File: src/hw/rtl/deq_pkg.sv
package deq_pkg;

  // Field widths of the request and result items that do not follow the depth.
  localparam int REQ_W    = 3;
  localparam int INDEX_W  = 8;
  localparam int STATUS_W = 2;

  // Request codes.
  localparam logic [REQ_W-1:0] REQ_PUSH_BACK  = 3'd0;
  localparam logic [REQ_W-1:0] REQ_PUSH_FRONT = 3'd1;
  localparam logic [REQ_W-1:0] REQ_POP_BACK   = 3'd2;
  localparam logic [REQ_W-1:0] REQ_POP_FRONT  = 3'd3;
  localparam logic [REQ_W-1:0] REQ_GET        = 3'd4;
  localparam logic [REQ_W-1:0] REQ_SIZE       = 3'd5;

  // Status codes.
  localparam logic [STATUS_W-1:0] STAT_OK        = 2'd0;
  localparam logic [STATUS_W-1:0] STAT_FULL      = 2'd1;
  localparam logic [STATUS_W-1:0] STAT_EMPTY     = 2'd2;
  localparam logic [STATUS_W-1:0] STAT_OUT_RANGE = 2'd3;

  // Commands broadcast to every cell of the chain.
  typedef struct packed {
    logic shift_r;  // push front: every word moves one cell toward the back
    logic shift_l;  // pop front: every word moves one cell toward the front
    logic write;    // push back: the selected cell takes the pushed word
    logic load;     // the selected cell copies its word into the read chain
    logic move;     // the read chain moves one cell toward the front
  } cell_ctrl_t;

endpackage

File: src/hw/rtl/deq_cell.sv
module deq_cell
  import deq_pkg::*;
#(
  parameter int DATA_WIDTH = 32
) (
  input  logic                  clk,
  input  cell_ctrl_t            ctrl,
  input  logic                  wr_sel,
  input  logic                  rd_sel,
  input  logic [DATA_WIDTH-1:0] value,
  input  logic [DATA_WIDTH-1:0] left_data,
  input  logic [DATA_WIDTH-1:0] right_data,
  input  logic [DATA_WIDTH-1:0] right_rd,
  output logic [DATA_WIDTH-1:0] data,
  output logic [DATA_WIDTH-1:0] rd
);

  // Held word: shifts with its neighbors or takes a pushed word.
  always_ff @(posedge clk) begin
    if (ctrl.shift_r) begin
      data <= left_data;
    end else if (ctrl.shift_l) begin
      data <= right_data;
    end else if (ctrl.write && wr_sel) begin
      data <= value;
    end
  end

  // Read chain stage: the selected cell injects its word, then it walks to the front.
  always_ff @(posedge clk) begin
    if (ctrl.load) begin
      rd <= rd_sel ? data : '0;
    end else if (ctrl.move) begin
      rd <= right_rd;
    end
  end

endmodule

File: config.mk
export PLATFORM = sky130hd
export DESIGN_NAME = deq_cell
export DESIGN_NICKNAME = d
export VERILOG_FILES = /design/src/hw/rtl/deq_pkg.sv /design/src/hw/rtl/deq_cell.sv
export SDC_FILE = /design/constraint.sdc
export NUM_CORES = 1
export LEC_CHECK = 0
export ABC_AREA = 1
export BUFFER_PORTS_ARGS = -buffer_cell sky130_fd_sc_hd__buf_4
export CAP_MARGIN = 10
export CORE_MARGIN = 3
export CORE_UTILIZATION = 47
export CTS_CLUSTER_DIAMETER = 60
export DETAILED_ROUTE_END_ITERATION = 7
export HOLD_SLACK_MARGIN = 0.15
export PLACE_DENSITY = 0.85
export SLEW_MARGIN = 20
export SYNTH_ARGS = -nofsm -noshare
export SYNTH_HDL_FRONTEND = slang
export SYNTH_SLANG_ARGS = --single-unit
File: constraint.sdc
create_clock -name clk -period 3.8 [get_ports clk]
set_input_delay 0.57 -clock clk [delete_from_list [all_inputs] [get_ports clk]]
set_output_delay 0.57 -clock clk [all_outputs]
set_load 0.1 [all_outputs]
==> summary.md <==
| Metric | Value |
|---|---|
| Top Family by Delay on Critical Path | `simple AND/OR/NAND/NOR gates` |
| Period utilisation layout | `53.1%` |
| Peak per-stage delay on the critical path | `680 ps` |
| Diode count | `0` |
| CP cell instances | `buf_4 > inv_4 > nand3_2` |
| Final hold vios | `0` |
| Placed cell count | `685` |
| Top post-synthesis cells by area | `edfxtp_1, nand2_1, nand3_1` |
| Worst setup SP type | `primary input` |
| Hpwl dp | `7.87 mm` |
| Routed WL | `10.4 mm` |
| Vias in the first global route | `between 3000 and 4000` |
| R2r setup slk | `roughly 3000 ps` |
| Area share of the largest cell type after synthesis | `about 56%` |
| GP Congestion | `0.838` |
| Die extent in x | `91.2 um` |
| Max VDD drop | `0.191 mV` |
| Worst Skew | `9.12 ps` |
| Layout cells sized above 1 | `35.3%` |
| FP Rows | `30` |
| CTS max path bufs | `2` |
| IO Count | `200` |
| GRT Total Usage | `between 20% and 30%` |
| Fin. max-slew vios | `0` |
| Grt total ovfl | `0` |
| Post-Syn Area | `3410 um^2` |
| Commonest non-fill, non-tap cell in the layout | `buf_4` |
| Pin count of the biggest net entering global routing | `35` |
| Finished Layout Cells | `699` |
| Fmax | `between 400 and 500 MHz` |
| Die area | `8310 um^2` |
| Crit Path Class | `in -> reg` |
| Synthesis-stage register bit count | `64` |
| Seq/Total Area, Yosys | `56.4%` |
| Initial antenna violation count | `0` |
| Area delta synth->final | `46.5%` |
| Routed length per placed instance | `14.9 um` |
| Core box area | `6910 um^2` |
| Worst Path Max Fanout | `33` |
| Met1 usage in global routing | `between 20% and 30%` |
| Starting Density | `49.4%` |
| Post-route ant nets | `0` |
| Synth area leader | `edfxtp_1` |
| Most frequent cells in the layout | `buf_4, nand2_1, inv_1, nand3_1, edfxtp_1` |
| Die height | `91.2 um` |
| Yosys Warn Count | `0` |
| Status | `finished, final reports clean` |
| First-pass GRT wire length | `about 16 mm` |
| Via count | `around 3400` |
| Final nets | `736` |
| CTS Sinks | `64` |
| Clk slew on worst S/H paths | `70 ps` |
| Vias per cell | `4.91` |
| Critical Path RT | `3630 ps` |
| Lkg Pwr | `approximately 0.0027 uW` |
| Yosys cell types | `10` |
| Worst hold path class | `in -> reg` |
| Latest clock arrival within the worst-skew pair | `320 ps` |
| Post-Syn Nets | `550` |
| 1st-pass router iterations | `5` |
| Setup Total Neg Slack | `0 ps` |
| Slew margin rel. | `48.1%` |
| Worst Path Buf+Inv | `2` |
| Crit path arrival time | `1850 ps` |
| Crit-path slowest cell | `nand3_2` |
| PD cells | `463 nW/um^2` |
| Met3 usage | `4.89%` |
| RSZ-0062 raised after global routing | `no` |
| Worst-Margin Slew | `778 ps` |
| Max_cap viols | `0` |
| M2 GR Usage | `43.7%` |
| Remaining DRCs | `0` |
| Root Buffer | `clkbuf_8` |
| Cts bufs inserted | `9` |
| Post-Syn Instances | `414` |
| Critical path endpoint category | `register` |
| Post-layout min period | `between 2000 and 2500 ps` |
| Count of final setup violators | `0` |
| DRT iter0 DRCs | `250` |
| IO buf count | `between 150 and 200` |
| Hold Buf Count CTS | `0` |
| H-Tree Depth | `3` |
| Layer with the highest usage | `met2` |
| Setup bufs post-CTS | `0` |
| Mean Syn Cell Area | `8.24 um^2` |
| CTS tree | `yes` |
| Post-cts sizing count | `0` |
-- power breakdown --
group	internal (uW)	switching, uW	leakage (uW)	total (uW)
Combinational	224	720	0.00201	944
Clock	223	230	0.0000718	453
Sequential	874	44.2	0.000672	918
Total	1320	994	0.00275	2320
-- tightest hold or removal path: stages --
cell and delay, ps:
buf_4 70, nand2_1 40, nand2_1 50
-- state kept, by name, summed over array words and instances (netlist names) --
register and count:
data 32, rd 32
-- layer usage --
| metal | up-vias | wire length [um] | share of wire [%] |
|---|---|---|---|
| li1 | 1657 | - | - |
| met1 | 1532 | 3700 | 36 |
| met2 | 214 | 5460 | 52 |
| met3 | 28 | 911 | 8.8 |
| met4 | 0 | 336 | 3.2 |
| met5 | - | 0 | 0 |
-- cell type report --
class                   instances  area [um^2]
flip-flops and latches         64         1920
fillers                       548         1910
repair buffers                199         1490
multi-input cells             259         1060
inverters                      67          256
clock buffers                  11          131
well taps                      96          120
clock inverters                 3         11.3
-- through the flow --
stage | total power (uW) | cell area (um^2) | hold WS (ps) | setup WS [ps] | util [%]
after global placement | 1870 | 4850 | 560 | 1520 | 70.3
after global routing | 2400 | 5000 | 505 | 1660 | 72.3
after detailed placement | 1880 | 4850 | 570 | 1450 | 70.3
final | 2320 | 5000 | 512 | 1780 | 72.3
after CTS | 2320 | 5000 | 501 | 1800 | 72.3
after floorplan | 1620 | 3410 | 752 | 1580 | -
-- worst paths after layout --
check | start | end | cells after the start
max | ctrl[4] | data[8] | 3
min | right_rd[9] | rd[9] | 3
max reg2reg | data[31] | rd[31] | 2
min reg2reg | data[7] | rd[7] | 2
-- logic make-up after synthesis --
| kind of cell | share of synthesized area (%) |
|---|---|
| buf+inv | 12.7 |
| simple gates | 31.0 |
| flops | 56.4 |
-- synthesized netlist by cell type (all sizes together) --
| cell | instances |
|---|---|
| buf | 24 |
| inv | 67 |
| nand2 | 193 |
| or2 | 1 |
| nand3 | 65 |
| edfxtp | 64 |
No activity file was read; power rests on OpenSTA's default activity.
